==> config.mk <==
export PLATFORM = sky130hd
export DESIGN_NAME = escaped_frame_deframer_unit_flat
export DESIGN_NICKNAME = d
export VERILOG_FILES = /design/src/hw/rtl/efd_pkg.sv /design/src/hw/rtl/efd_channel_if.sv /design/src/hw/rtl/escaped_frame_deframer_unit.sv /design/src/hw/rtl/efd_classify.sv /design/src/hw/rtl/efd_tok_fifo.sv /design/src/hw/rtl/efd_engine.sv /design/src/flat_wrapper.sv
export VERILOG_INCLUDE_DIRS = /design/src /design/src/hw/rtl
export SDC_FILE = /design/constraint.sdc
export NUM_CORES = 1
export LEC_CHECK = 0
export ABC_AREA = 1
export BUFFER_PORTS_ARGS = -buffer_cell sky130_fd_sc_hd__buf_2
export CAP_MARGIN = 25
export CORE_MARGIN = 3
export CORE_UTILIZATION = 50
export CTS_BUF_LIST = sky130_fd_sc_hd__clkbuf_2
export DETAILED_ROUTE_END_ITERATION = 12
export PLACE_DENSITY = 0.72
export SETUP_SLACK_MARGIN = 0.15
export SKIP_CTS_REPAIR_TIMING = 1
export SYNTH_ARGS = -nofsm -noshare
export SYNTH_HDL_FRONTEND = slang
export SYNTH_HIERARCHICAL = 1
export SYNTH_SLANG_ARGS = --single-unit
==> constraint.sdc <==
create_clock -name clk -period 6.6 [get_ports clk]
set_input_delay 0.99 -clock clk [delete_from_list [all_inputs] [get_ports clk]]
set_output_delay 0.99 -clock clk [all_outputs]
set_load 0.02 [all_outputs]
==> src/hw/rtl/escaped_frame_deframer_unit_macros.svh <==
// Assertion macros shared by the deframer RTL.
`ifndef ESCAPED_FRAME_DEFRAMER_UNIT_MACROS_SVH
`define ESCAPED_FRAME_DEFRAMER_UNIT_MACROS_SVH

// Same-cycle implication, checked on clk, disabled during rst.
`define EFD_ASSERT_NOW(lbl, ante, cons, msg) \
  lbl: assert property (@(posedge clk) disable iff (rst) (ante) |-> (cons)) \
    else $error(msg);

// Next-cycle implication, checked on clk, disabled during rst.
`define EFD_ASSERT_NEXT(lbl, ante, cons, msg) \
  lbl: assert property (@(posedge clk) disable iff (rst) (ante) |=> (cons)) \
    else $error(msg);

`endif

==> src/hw/rtl/efd_pkg.sv <==
// Package: codes, types and constants of the escaped frame deframer.
`timescale 1ns / 1ps
package efd_pkg;

  localparam logic [7:0] ESC_CODE = 8'h1B;
  localparam logic [7:0] SOF_CODE = 8'h01;
  localparam logic [7:0] EOF_CODE = 8'h04;

  localparam int unsigned QUEUE_DEPTH = 4;

  typedef enum logic [2:0] {
    PH_HUNT    = 3'd0,
    PH_LEN     = 3'd1,
    PH_PAYLOAD = 3'd2,
    PH_CSUM    = 3'd3,
    PH_TRAIL   = 3'd4
  } phase_t;

  typedef enum logic [2:0] {
    ST_OK         = 3'd0,
    ST_BAD_SUM    = 3'd1,
    ST_OVERRUN    = 3'd2,
    ST_RESTART    = 3'd3,
    ST_ORPHAN_END = 3'd4
  } status_t;

  typedef enum logic {
    KIND_DATA   = 1'b0,
    KIND_STATUS = 1'b1
  } kind_t;

  // Classified wire byte, as queued between front and back.
  typedef struct packed {
    logic [7:0] value;
    logic       is_esc;
    logic       is_sof;
    logic       is_eof;
  } tok_t;

  typedef struct packed {
    kind_t      kind;
    logic [7:0] data_byte;
    status_t    frame_status;
    logic [7:0] decoded_length;
    logic [7:0] calc_checksum;
    logic [7:0] read_checksum;
  } res_t;

endpackage

==> src/hw/rtl/efd_channel_if.sv <==
// Handshake channels: received wire bytes in, deframed words out.
`timescale 1ns / 1ps
interface efd_byte_if;
  logic       valid;
  logic       ready;
  logic [7:0] rx_byte;

  modport source (output valid, output rx_byte, input ready);
  modport sink (input valid, input rx_byte, output ready);
endinterface

interface efd_result_if;
  logic       valid;
  logic       ready;
  logic       kind;
  logic [7:0] data_byte;
  logic [2:0] frame_status;
  logic [7:0] decoded_length;
  logic [7:0] calc_checksum;
  logic [7:0] read_checksum;

  modport source (output valid, output kind, output data_byte, output frame_status,
                  output decoded_length, output calc_checksum, output read_checksum,
                  input ready);
  modport sink (input valid, input kind, input data_byte, input frame_status,
                input decoded_length, input calc_checksum, input read_checksum,
                output ready);
endinterface

==> src/hw/rtl/escaped_frame_deframer_unit.sv <==
// Top level of the byte-stuffed frame deframer.
// Usage:
//   rx carries one received wire byte per word (valid/ready). deframed carries
//   one result word per handshake: kind 0 is a decoded payload byte, kind 1 an
//   end-of-frame status with decoded length, computed and received checksum.
//   A wire byte produces zero or one result word.
// Timing:
//   Sustained rate is one wire byte per cycle while deframed.ready is high. The
//   front end tags the framing codes and writes the byte into a QUEUE_DEPTH-entry
//   token queue; the back end pops one token per cycle, unless stalled, through
//   a single state update and loads the output register. A result passes the
//   token queue and then the output register before it is valid on deframed.
// Reset (rst, synchronous): the queue empties, the deframer hunts for a frame
//   start, and no result word is pending.
// Stall: while a word is pending and deframed.ready is low the output register
//   holds it and the back end stops; the queue absorbs up to QUEUE_DEPTH more
//   bytes before rx.ready drops.
`timescale 1ns / 1ps
module escaped_frame_deframer_unit #(
  parameter int unsigned QUEUE_DEPTH = efd_pkg::QUEUE_DEPTH
) (
  input  logic         clk,
  input  logic         rst,
  efd_byte_if.sink     rx,
  efd_result_if.source deframed
);

  logic          push_valid;
  logic          push_ready;
  efd_pkg::tok_t push_tok;
  logic          pop_valid;
  logic          pop_ready;
  efd_pkg::tok_t pop_tok;

  efd_classify u_classify (
    .rx         (rx),
    .push_valid (push_valid),
    .push_ready (push_ready),
    .push_tok   (push_tok)
  );

  efd_tok_fifo #(
    .DEPTH (QUEUE_DEPTH)
  ) u_queue (
    .clk        (clk),
    .rst        (rst),
    .push_valid (push_valid),
    .push_ready (push_ready),
    .push_tok   (push_tok),
    .pop_valid  (pop_valid),
    .pop_ready  (pop_ready),
    .pop_tok    (pop_tok)
  );

  efd_engine u_engine (
    .clk       (clk),
    .rst       (rst),
    .tok_valid (pop_valid),
    .tok_ready (pop_ready),
    .tok       (pop_tok),
    .deframed  (deframed)
  );

endmodule

==> src/hw/rtl/efd_classify.sv <==
// Front end: accepts wire bytes and tags the framing codes.
`timescale 1ns / 1ps
module efd_classify (
  efd_byte_if.sink    rx,
  output logic        push_valid,
  input  logic        push_ready,
  output efd_pkg::tok_t push_tok
);

  assign rx.ready   = push_ready;
  assign push_valid = rx.valid;

  always_comb begin
    push_tok.value  = rx.rx_byte;
    push_tok.is_esc = (rx.rx_byte == efd_pkg::ESC_CODE);
    push_tok.is_sof = (rx.rx_byte == efd_pkg::SOF_CODE);
    push_tok.is_eof = (rx.rx_byte == efd_pkg::EOF_CODE);
  end

endmodule

==> src/hw/rtl/efd_tok_fifo.sv <==
// Short queue of classified bytes between front and back end.
`timescale 1ns / 1ps
`include "escaped_frame_deframer_unit_macros.svh"
module efd_tok_fifo #(
  parameter int unsigned DEPTH = efd_pkg::QUEUE_DEPTH
) (
  input  logic          clk,
  input  logic          rst,
  input  logic          push_valid,
  output logic          push_ready,
  input  efd_pkg::tok_t push_tok,
  output logic          pop_valid,
  input  logic          pop_ready,
  output efd_pkg::tok_t pop_tok
);

  localparam int unsigned AW = (DEPTH > 1) ? $clog2(DEPTH) : 1;
  localparam int unsigned CW = $clog2(DEPTH + 1);
  localparam logic [AW-1:0] LAST = AW'(DEPTH - 1);
  localparam logic [CW-1:0] FULL = CW'(DEPTH);

  efd_pkg::tok_t  slots [DEPTH];
  logic [AW-1:0]  wr_ptr;
  logic [AW-1:0]  rd_ptr;
  logic [CW-1:0]  count;
  logic           push;
  logic           pop;

  assign push_ready = (count != FULL);
  assign pop_valid  = (count != '0);
  assign push       = push_valid && push_ready;
  assign pop        = pop_valid && pop_ready;
  assign pop_tok    = slots[rd_ptr];

  always_ff @(posedge clk) begin
    if (push) begin
      slots[wr_ptr] <= push_tok;
    end
  end

  always_ff @(posedge clk) begin
    if (rst) begin
      wr_ptr <= '0;
      rd_ptr <= '0;
      count  <= '0;
    end else begin
      if (push) begin
        wr_ptr <= (wr_ptr == LAST) ? '0 : wr_ptr + AW'(1);
      end
      if (pop) begin
        rd_ptr <= (rd_ptr == LAST) ? '0 : rd_ptr + AW'(1);
      end
      if (push && !pop) begin
        count <= count + CW'(1);
      end else if (pop && !push) begin
        count <= count - CW'(1);
      end
    end
  end

  `EFD_ASSERT_NOW(a_fifo_bound, 1'b1, count <= FULL, "token queue count above depth")

endmodule

==> src/hw/rtl/efd_engine.sv <==
// Back end: deframing state machine with a registered output word.
`timescale 1ns / 1ps
`include "escaped_frame_deframer_unit_macros.svh"
module efd_engine (
  input  logic            clk,
  input  logic            rst,
  input  logic            tok_valid,
  output logic            tok_ready,
  input  efd_pkg::tok_t   tok,
  efd_result_if.source    deframed
);

  efd_pkg::phase_t phase, phase_next;
  logic            esc, esc_next;
  logic            skip, skip_next;
  logic [7:0]      raw, raw_next;
  logic [7:0]      cnt, cnt_next;
  logic [7:0]      sum, sum_next;
  logic [7:0]      rcv, rcv_next;
  logic [7:0]      raw_dec;
  logic [7:0]      frame_total;
  logic            ended;

  logic            res_valid;
  efd_pkg::res_t   res;
  logic            out_valid;
  efd_pkg::res_t   out_res;
  logic            can_take;
  logic            tok_pop;

  assign can_take    = !out_valid || deframed.ready;
  assign tok_ready   = can_take;
  assign tok_pop     = tok_valid && can_take;
  assign raw_dec     = (raw != 8'd0) ? raw - 8'd1 : 8'd0;
  assign frame_total = sum + rcv;

  // Next state for one popped word.
  always_comb begin
    phase_next = phase;
    esc_next   = esc;
    skip_next  = skip;
    raw_next   = raw;
    cnt_next   = cnt;
    sum_next   = sum;
    rcv_next   = rcv;
    ended      = 1'b0;
    case (phase)
      efd_pkg::PH_LEN: begin
        raw_next   = tok.value;
        sum_next   = tok.value;
        phase_next = (tok.value == 8'd0) ? efd_pkg::PH_CSUM : efd_pkg::PH_PAYLOAD;
      end
      efd_pkg::PH_PAYLOAD: begin
        raw_next = raw_dec;
        if (skip) begin
          skip_next = 1'b0;
          sum_next  = sum + tok.value;
          cnt_next  = cnt + 8'd1;
        end else if (esc) begin
          esc_next = 1'b0;
          if (tok.is_esc) begin
            sum_next = sum + tok.value;
            cnt_next = cnt + 8'd1;
          end else if (tok.is_sof) begin
            ended      = 1'b1;
            phase_next = efd_pkg::PH_LEN;
            skip_next  = 1'b0;
            raw_next   = 8'd0;
            cnt_next   = 8'd0;
            sum_next   = 8'd0;
            rcv_next   = 8'd0;
          end else if (tok.is_eof) begin
            ended      = 1'b1;
            phase_next = efd_pkg::PH_HUNT;
          end else begin
            skip_next = 1'b1;
          end
        end else if (tok.is_esc) begin
          esc_next = 1'b1;
        end else begin
          sum_next = sum + tok.value;
          cnt_next = cnt + 8'd1;
        end
        // an open escape sequence finishes before the checksum byte
        if (!ended && raw_dec == 8'd0 && !esc_next && !skip_next) begin
          phase_next = efd_pkg::PH_CSUM;
        end
      end
      efd_pkg::PH_CSUM: begin
        rcv_next   = tok.value;
        esc_next   = tok.is_esc;
        phase_next = efd_pkg::PH_TRAIL;
      end
      efd_pkg::PH_TRAIL: begin
        if (esc) begin
          esc_next = 1'b0;
          if (tok.is_eof) begin
            phase_next = efd_pkg::PH_HUNT;
          end else if (tok.is_sof) begin
            phase_next = efd_pkg::PH_LEN;
            skip_next  = 1'b0;
            raw_next   = 8'd0;
            cnt_next   = 8'd0;
            sum_next   = 8'd0;
            rcv_next   = 8'd0;
          end
        end else if (tok.is_esc) begin
          esc_next = 1'b1;
        end
      end
      default: begin
        if (esc) begin
          esc_next = 1'b0;
          if (tok.is_sof) begin
            phase_next = efd_pkg::PH_LEN;
            skip_next  = 1'b0;
            raw_next   = 8'd0;
            cnt_next   = 8'd0;
            sum_next   = 8'd0;
            rcv_next   = 8'd0;
          end else if (tok.is_eof) begin
            phase_next = efd_pkg::PH_HUNT;
          end
        end else if (tok.is_esc) begin
          esc_next = 1'b1;
        end
      end
    endcase
  end

  // Output word for one popped word; status words that close a frame carry the counts so far.
  always_comb begin
    res_valid          = 1'b0;
    res.kind           = efd_pkg::KIND_DATA;
    res.data_byte      = 8'd0;
    res.frame_status   = efd_pkg::ST_OK;
    res.decoded_length = 8'd0;
    res.calc_checksum  = 8'd0;
    res.read_checksum  = 8'd0;
    case (phase)
      efd_pkg::PH_LEN, efd_pkg::PH_CSUM: begin
        res_valid = 1'b0;
      end
      efd_pkg::PH_PAYLOAD: begin
        if (skip || (esc && tok.is_esc) || (!esc && !tok.is_esc)) begin
          res_valid     = 1'b1;
          res.data_byte = tok.value;
        end else if (esc && (tok.is_sof || tok.is_eof)) begin
          res_valid          = 1'b1;
          res.kind           = efd_pkg::KIND_STATUS;
          res.frame_status   = tok.is_sof ? efd_pkg::ST_RESTART : efd_pkg::ST_OVERRUN;
          res.decoded_length = cnt;
          res.calc_checksum  = sum;
          res.read_checksum  = rcv;
        end
      end
      efd_pkg::PH_TRAIL: begin
        if (esc && (tok.is_sof || tok.is_eof)) begin
          res_valid          = 1'b1;
          res.kind           = efd_pkg::KIND_STATUS;
          if (tok.is_sof) begin
            res.frame_status = efd_pkg::ST_RESTART;
          end else begin
            res.frame_status = (frame_total == 8'd0) ? efd_pkg::ST_OK : efd_pkg::ST_BAD_SUM;
          end
          res.decoded_length = cnt;
          res.calc_checksum  = sum;
          res.read_checksum  = rcv;
        end
      end
      default: begin
        if (esc && tok.is_eof) begin
          res_valid        = 1'b1;
          res.kind         = efd_pkg::KIND_STATUS;
          res.frame_status = efd_pkg::ST_ORPHAN_END;
        end
      end
    endcase
  end

  always_ff @(posedge clk) begin
    if (rst) begin
      phase <= efd_pkg::PH_HUNT;
      esc   <= 1'b0;
      skip  <= 1'b0;
      raw   <= 8'd0;
      cnt   <= 8'd0;
      sum   <= 8'd0;
      rcv   <= 8'd0;
    end else if (tok_pop) begin
      phase <= phase_next;
      esc   <= esc_next;
      skip  <= skip_next;
      raw   <= raw_next;
      cnt   <= cnt_next;
      sum   <= sum_next;
      rcv   <= rcv_next;
    end
  end

  always_ff @(posedge clk) begin
    if (rst) begin
      out_valid <= 1'b0;
    end else if (tok_pop) begin
      out_valid <= res_valid;
    end else if (deframed.ready) begin
      out_valid <= 1'b0;
    end
  end

  always_ff @(posedge clk) begin
    if (tok_pop && res_valid) begin
      out_res <= res;
    end
  end

  assign deframed.valid          = out_valid;
  assign deframed.kind           = out_res.kind;
  assign deframed.data_byte      = out_res.data_byte;
  assign deframed.frame_status   = out_res.frame_status;
  assign deframed.decoded_length = out_res.decoded_length;
  assign deframed.calc_checksum  = out_res.calc_checksum;
  assign deframed.read_checksum  = out_res.read_checksum;

  `EFD_ASSERT_NOW(a_data_in_payload, tok_pop && res_valid && res.kind == efd_pkg::KIND_DATA,
    phase == efd_pkg::PH_PAYLOAD, "data word outside payload")
  `EFD_ASSERT_NEXT(a_data_counts, tok_pop && res_valid && res.kind == efd_pkg::KIND_DATA,
    cnt == $past(cnt) + 8'd1, "decoded count not advanced by a data word")
  `EFD_ASSERT_NEXT(a_restart_clears,
    tok_pop && res_valid && res.frame_status == efd_pkg::ST_RESTART,
    phase == efd_pkg::PH_LEN && cnt == 8'd0 && rcv == 8'd0, "restart did not reopen frame")
  `EFD_ASSERT_NOW(a_escape_exclusive, 1'b1, !(esc && skip), "escape and skip both set")

endmodule

==> src/flat_wrapper.sv <==
// flat-port wrapper written by rule: the top's interface ports become plain ports
module escaped_frame_deframer_unit_flat 
#(
  parameter int unsigned QUEUE_DEPTH = efd_pkg::QUEUE_DEPTH
)
  (clk, rst, rx_valid, rx_rx_byte, rx_ready, deframed_valid, deframed_kind, deframed_data_byte, deframed_frame_status, deframed_decoded_length, deframed_calc_checksum, deframed_read_checksum, deframed_ready);
  efd_byte_if rx_i ();
  efd_result_if deframed_i ();
  input  logic clk;
  input  logic rst;
  input wire logic [$bits(rx_i.valid)-1:0] rx_valid;
  input wire logic [$bits(rx_i.rx_byte)-1:0] rx_rx_byte;
  output wire logic [$bits(rx_i.ready)-1:0] rx_ready;
  output wire logic [$bits(deframed_i.valid)-1:0] deframed_valid;
  output wire logic [$bits(deframed_i.kind)-1:0] deframed_kind;
  output wire logic [$bits(deframed_i.data_byte)-1:0] deframed_data_byte;
  output wire logic [$bits(deframed_i.frame_status)-1:0] deframed_frame_status;
  output wire logic [$bits(deframed_i.decoded_length)-1:0] deframed_decoded_length;
  output wire logic [$bits(deframed_i.calc_checksum)-1:0] deframed_calc_checksum;
  output wire logic [$bits(deframed_i.read_checksum)-1:0] deframed_read_checksum;
  input wire logic [$bits(deframed_i.ready)-1:0] deframed_ready;
  assign rx_i.valid = rx_valid;
  assign rx_i.rx_byte = rx_rx_byte;
  assign rx_ready = rx_i.ready;
  assign deframed_valid = deframed_i.valid;
  assign deframed_kind = deframed_i.kind;
  assign deframed_data_byte = deframed_i.data_byte;
  assign deframed_frame_status = deframed_i.frame_status;
  assign deframed_decoded_length = deframed_i.decoded_length;
  assign deframed_calc_checksum = deframed_i.calc_checksum;
  assign deframed_read_checksum = deframed_i.read_checksum;
  assign deframed_i.ready = deframed_ready;
  escaped_frame_deframer_unit #(.QUEUE_DEPTH(QUEUE_DEPTH)) u_core (.clk(clk), .rst(rst), .rx(rx_i), .deframed(deframed_i));
endmodule
==> flow_metrics.env <==
export IMPL_hold_viol_final=0
export IMPL_clock_power_share=0.146
export IMPL_cp_arrival_ps=4170
export IMPL_ys_warn_count=6
export IMPL_wire_per_inst_um=15.8
export IMPL_p_int_mw=1.66
export IMPL_placed_cell_area_um2=6950
export IMPL_grt_usage=0.220
export IMPL_hp_class="reg2reg"
export IMPL_yosys_area_top_type_share=0.361
export IMPL_hold_depth=2
export IMPL_pin_count=50
export IMPL_die_w_um=121
export IMPL_drv_slew=0
export IMPL_power_frac_seq=0.354
export IMPL_synthesis_instances=746
export IMPL_rsz0062_at_grt="false"
export IMPL_synth_area_leaders="edfxtp_1, dfxtp_1, nand2_1, nor2_1, inv_1"
export IMPL_reg2reg_slack_ps=2830
export IMPL_min_period_over_period=0.571
export IMPL_antenna_found_initial=1
export IMPL_drc_errors=0
export IMPL_leakage_nw=2.86
export IMPL_yosysSeqAreaShare=0.502
export IMPL_first_iter_violations=405
export IMPL_core_area_um2=12800
export IMPL_ir_worst_vdd_mv=0.222
export IMPL_preCtsSetupSlack_ps=2900
export IMPL_worstPathRequired_ps=7000
export IMPL_worstSetupPathType="reg2reg"
export IMPL_cts_buffer_depth=2
export IMPL_clock_latency_ps=720
export IMPL_vias_per_cell=5.52
export IMPL_port_buffers=49
export IMPL_cts_root_buf="clkbuf_2"
export IMPL_clock_fmax_mhz=265
export IMPL_drv_cap=0
export IMPL_crit_path_end_kind="flip-flop"
export IMPL_power_frac_comb=0.500
export IMPL_hpwl_um=11100
export IMPL_async_flop_share=0
export IMPL_fin_hold_ws_ps=478
export IMPL_grt_pass1_vias=5120
export IMPL_setup_viol=0
export IMPL_synth_edf_count=80
export IMPL_htreeDepth=4
export IMPL_die_area_um2=14700
export IMPL_syn2layout_area_growth_pct=8.35
export IMPL_num_rows=41
export IMPL_max_slew_margin=0.300
export IMPL_crit_buf_inv=3
export IMPL_finalWeightedCongestion=0.924
export IMPL_cp_slowest_cell="dfxtp_1"
export IMPL_grt_max_degree=29
export IMPL_outcome="completed"
export IMPL_tightest_slew_ps=1040
export IMPL_crit_fanout=26
export IMPL_grt_overflow_total=0
export IMPL_vias=5390
export IMPL_chipHeight_um=121
export IMPL_p_sw_frac=0.485
export IMPL_cp_depth=11
export IMPL_synthesis_nets=784
export IMPL_netSwitchingPower_mw=1.57
export IMPL_slowest_delay_ps=590
export IMPL_post_route_cells_drive_above_1_share=0.178
export IMPL_start_util=0.519
export IMPL_synth_most_common_cell="nand2_1"
export IMPL_r2r_worst_path_cells=11
export IMPL_nNetsFinal=828
export IMPL_critPathTopFamily="buffers and inverters"
export IMPL_drt_pass1_iterations=9
export IMPL_wl_um=15500
export IMPL_worstSetupEndpoint="u_core/u_engine/deframed.decoded_length[2]"
export IMPL_yosysTopAreaCell="edfxtp_1"
export IMPL_r2r_end="u_core/u_engine/deframed.decoded_length[2]"
export IMPL_synth_cell_type_count=50
export IMPL_skew_ps=33.7
export IMPL_post_route_cell_area_um2=7210
export IMPL_clkTransAtPathRegs_ps=200
export IMPL_synthTopCellsByCount="nand2_1, nor2_1, edfxtp_1, inv_1, dfxtp_1"
export IMPL_grt_pass1_wl_um=25100
export IMPL_setup_slack_ps=2830
export IMPL_synthesis_area_um2=6660
export IMPL_ys_ff_latch=127
export IMPL_start_kind="flip-flop"
export IMPL_final_setup_tns_ps=0
export IMPL_numCtsBuffers=17
export IMPL_power_density_nw_per_um2=447
export IMPL_cp_cell_sequence="inv_2 > o21ai_0 > o22ai_1 > or2_4 > nor2_4 > nor2_4 > nand2_1 > nand2_1 > o21ai_0 > inv_1 > buf_4"
export IMPL_postSynthAreaPerCell_um2=8.92
export IMPL_final_antenna_net_count=0
export IMPL_synthFlopType="edfxtp_1"
export IMPL_finalCriticalPeriod_ps=3770
export IMPL_power_mw=3.23
export IMPL_clock_sinks=127
export IMPL_cts_tree="built"
[worst register-to-register path, stage by stage, from the launching register on]
cell	delay (ps)
dfxtp_1	590
inv_2	420
o21ai_0	140
o22ai_1	380
or2_4	250
nor2_4	60
nor2_4	320
nand2_1	290
nand2_1	110
o21ai_0	130
inv_1	360
buf_4	410
[kinds of logic (layout without fill, tap and decap cells)]
| group | after synthesis | in the layout | share of synthesized area |
|---|---|---|---|
| flip-flops | 127 | 127 | 0.502 |
| AO/OA/AOI/OAI | 143 | 143 | 0.133 |
| other | 0 | 2 | 0 |
| XOR/XNOR | 7 | 7 | 0.00921 |
| AND/OR/NAND/NOR | 319 | 319 | 0.222 |
| adder cells (fa/ha/maj) | 26 | 26 | 0.0523 |
| buffers and inverters | 124 | 181 | 0.0818 |
[power by group through the flow]
stage | Clock (mW) | Sequential (mW) | Combinational, mW
2_1_floorplan | 0 | 1.18 | 1.18
3_5_place_dp | 0 | 1.16 | 1.58
6_report | 0.471 | 1.14 | 1.61
5_1_grt | 0.524 | 1.16 | 1.80
3_3_place_gp | 0 | 1.16 | 1.54
4_1_cts | 0.488 | 1.14 | 1.59
[area by class of cell]
class                   instances  area, um2
repair buffers                 54        287
diodes                          2       5.00
multi-input cells             495       2770
fillers                      1172       5610
flip-flops and latches        127       3340
well taps                     172        215
clock inverters                15        151
inverters                      95        357
clock buffers                  17       85.1
[flip-flops by register name, summed over array words and instances (netlist names), named ones only]
| register | flops |
|---|---|
| u_core/u_engine/esc | 1 |
| u_core/u_queue/slots | 44 |
| u_core/u_engine/deframed.frame_status | 3 |
| u_core/u_engine/sum | 8 |
| u_core/u_engine/raw | 8 |
| u_core/u_queue/count | 3 |
| u_core/u_engine/rcv | 8 |
| u_core/u_engine/deframed.data_byte | 8 |
| u_core/u_engine/deframed.read_checksum | 8 |
| u_core/u_engine/skip | 1 |
| u_core/u_queue/rd_ptr | 2 |
| u_core/u_engine/deframed.calc_checksum | 8 |
| u_core/u_engine/deframed.kind | 1 |
| u_core/u_engine/deframed.valid | 1 |
| u_core/u_engine/phase | 3 |
| u_core/u_engine/deframed.decoded_length | 8 |
| u_core/u_engine/cnt | 8 |
| u_core/u_queue/wr_ptr | 2 |
[metal layers]
metal  vias to the layer above  global-route usage  wire, um
li1                       2628                   -         -
met1                      2510               0.264      6250
met2                       221               0.375      7690
met3                        31              0.0587      1150
met4                         0              0.0875       359
met5                         -                   0         0
[stage by stage]
step           utilization  instances
2_1_floorplan            -        746
3_3_place_gp         0.542        941
3_5_place_dp         0.542        941
4_1_cts              0.560        973
5_1_grt              0.562        977
6_report             0.562        977
[cells in the final DEF, fill, tap and decap left out, types with 3 or more instances in the layout]
| cell type | n |
|---|---|
| nand2_1 | 119 |
| nor2_1 | 103 |
| edfxtp_1 | 80 |
| inv_1 | 77 |
| buf_2 | 49 |
| dfxtp_1 | 47 |
| a21oi_1 | 44 |
| nand3_1 | 37 |
| o21ai_1 | 31 |
| ha_1 | 23 |
| nor3_1 | 22 |
| o21ai_0 | 19 |
| clkbuf_2 | 17 |
| inv_2 | 17 |
| o22ai_1 | 12 |
| a211oi_2 | 8 |
| nand4_1 | 7 |
| a31oi_1 | 6 |
| a211oi_1 | 6 |
| inv_6 | 5 |
| xor2_1 | 5 |
| nand2_4 | 5 |
| clkinv_4 | 4 |
| nor2_2 | 4 |
| nor2_4 | 4 |
| o31ai_1 | 4 |
| buf_4 | 4 |
| nand2_2 | 3 |
| nor3_4 | 3 |
| nor3_2 | 3 |
| fa_1 | 3 |
[worst min path at each step]
stage,start,to,slack (ps)
finish,u_core/u_engine/cnt[3],u_core/u_engine/cnt[3],480
global route,rx_rx_byte[6],u_core/u_queue/slots[3][9],400
CTS,rx_rx_byte[7],u_core/u_queue/slots[3][10],420
detailed placement,u_core/u_engine/cnt[3],u_core/u_engine/cnt[3],460
global placement,u_core/u_engine/cnt[6],u_core/u_engine/cnt[6],440
floorplan,u_core/u_engine/cnt[6],u_core/u_engine/cnt[6],430
Note: power is estimated with default switching activity, not from simulation.
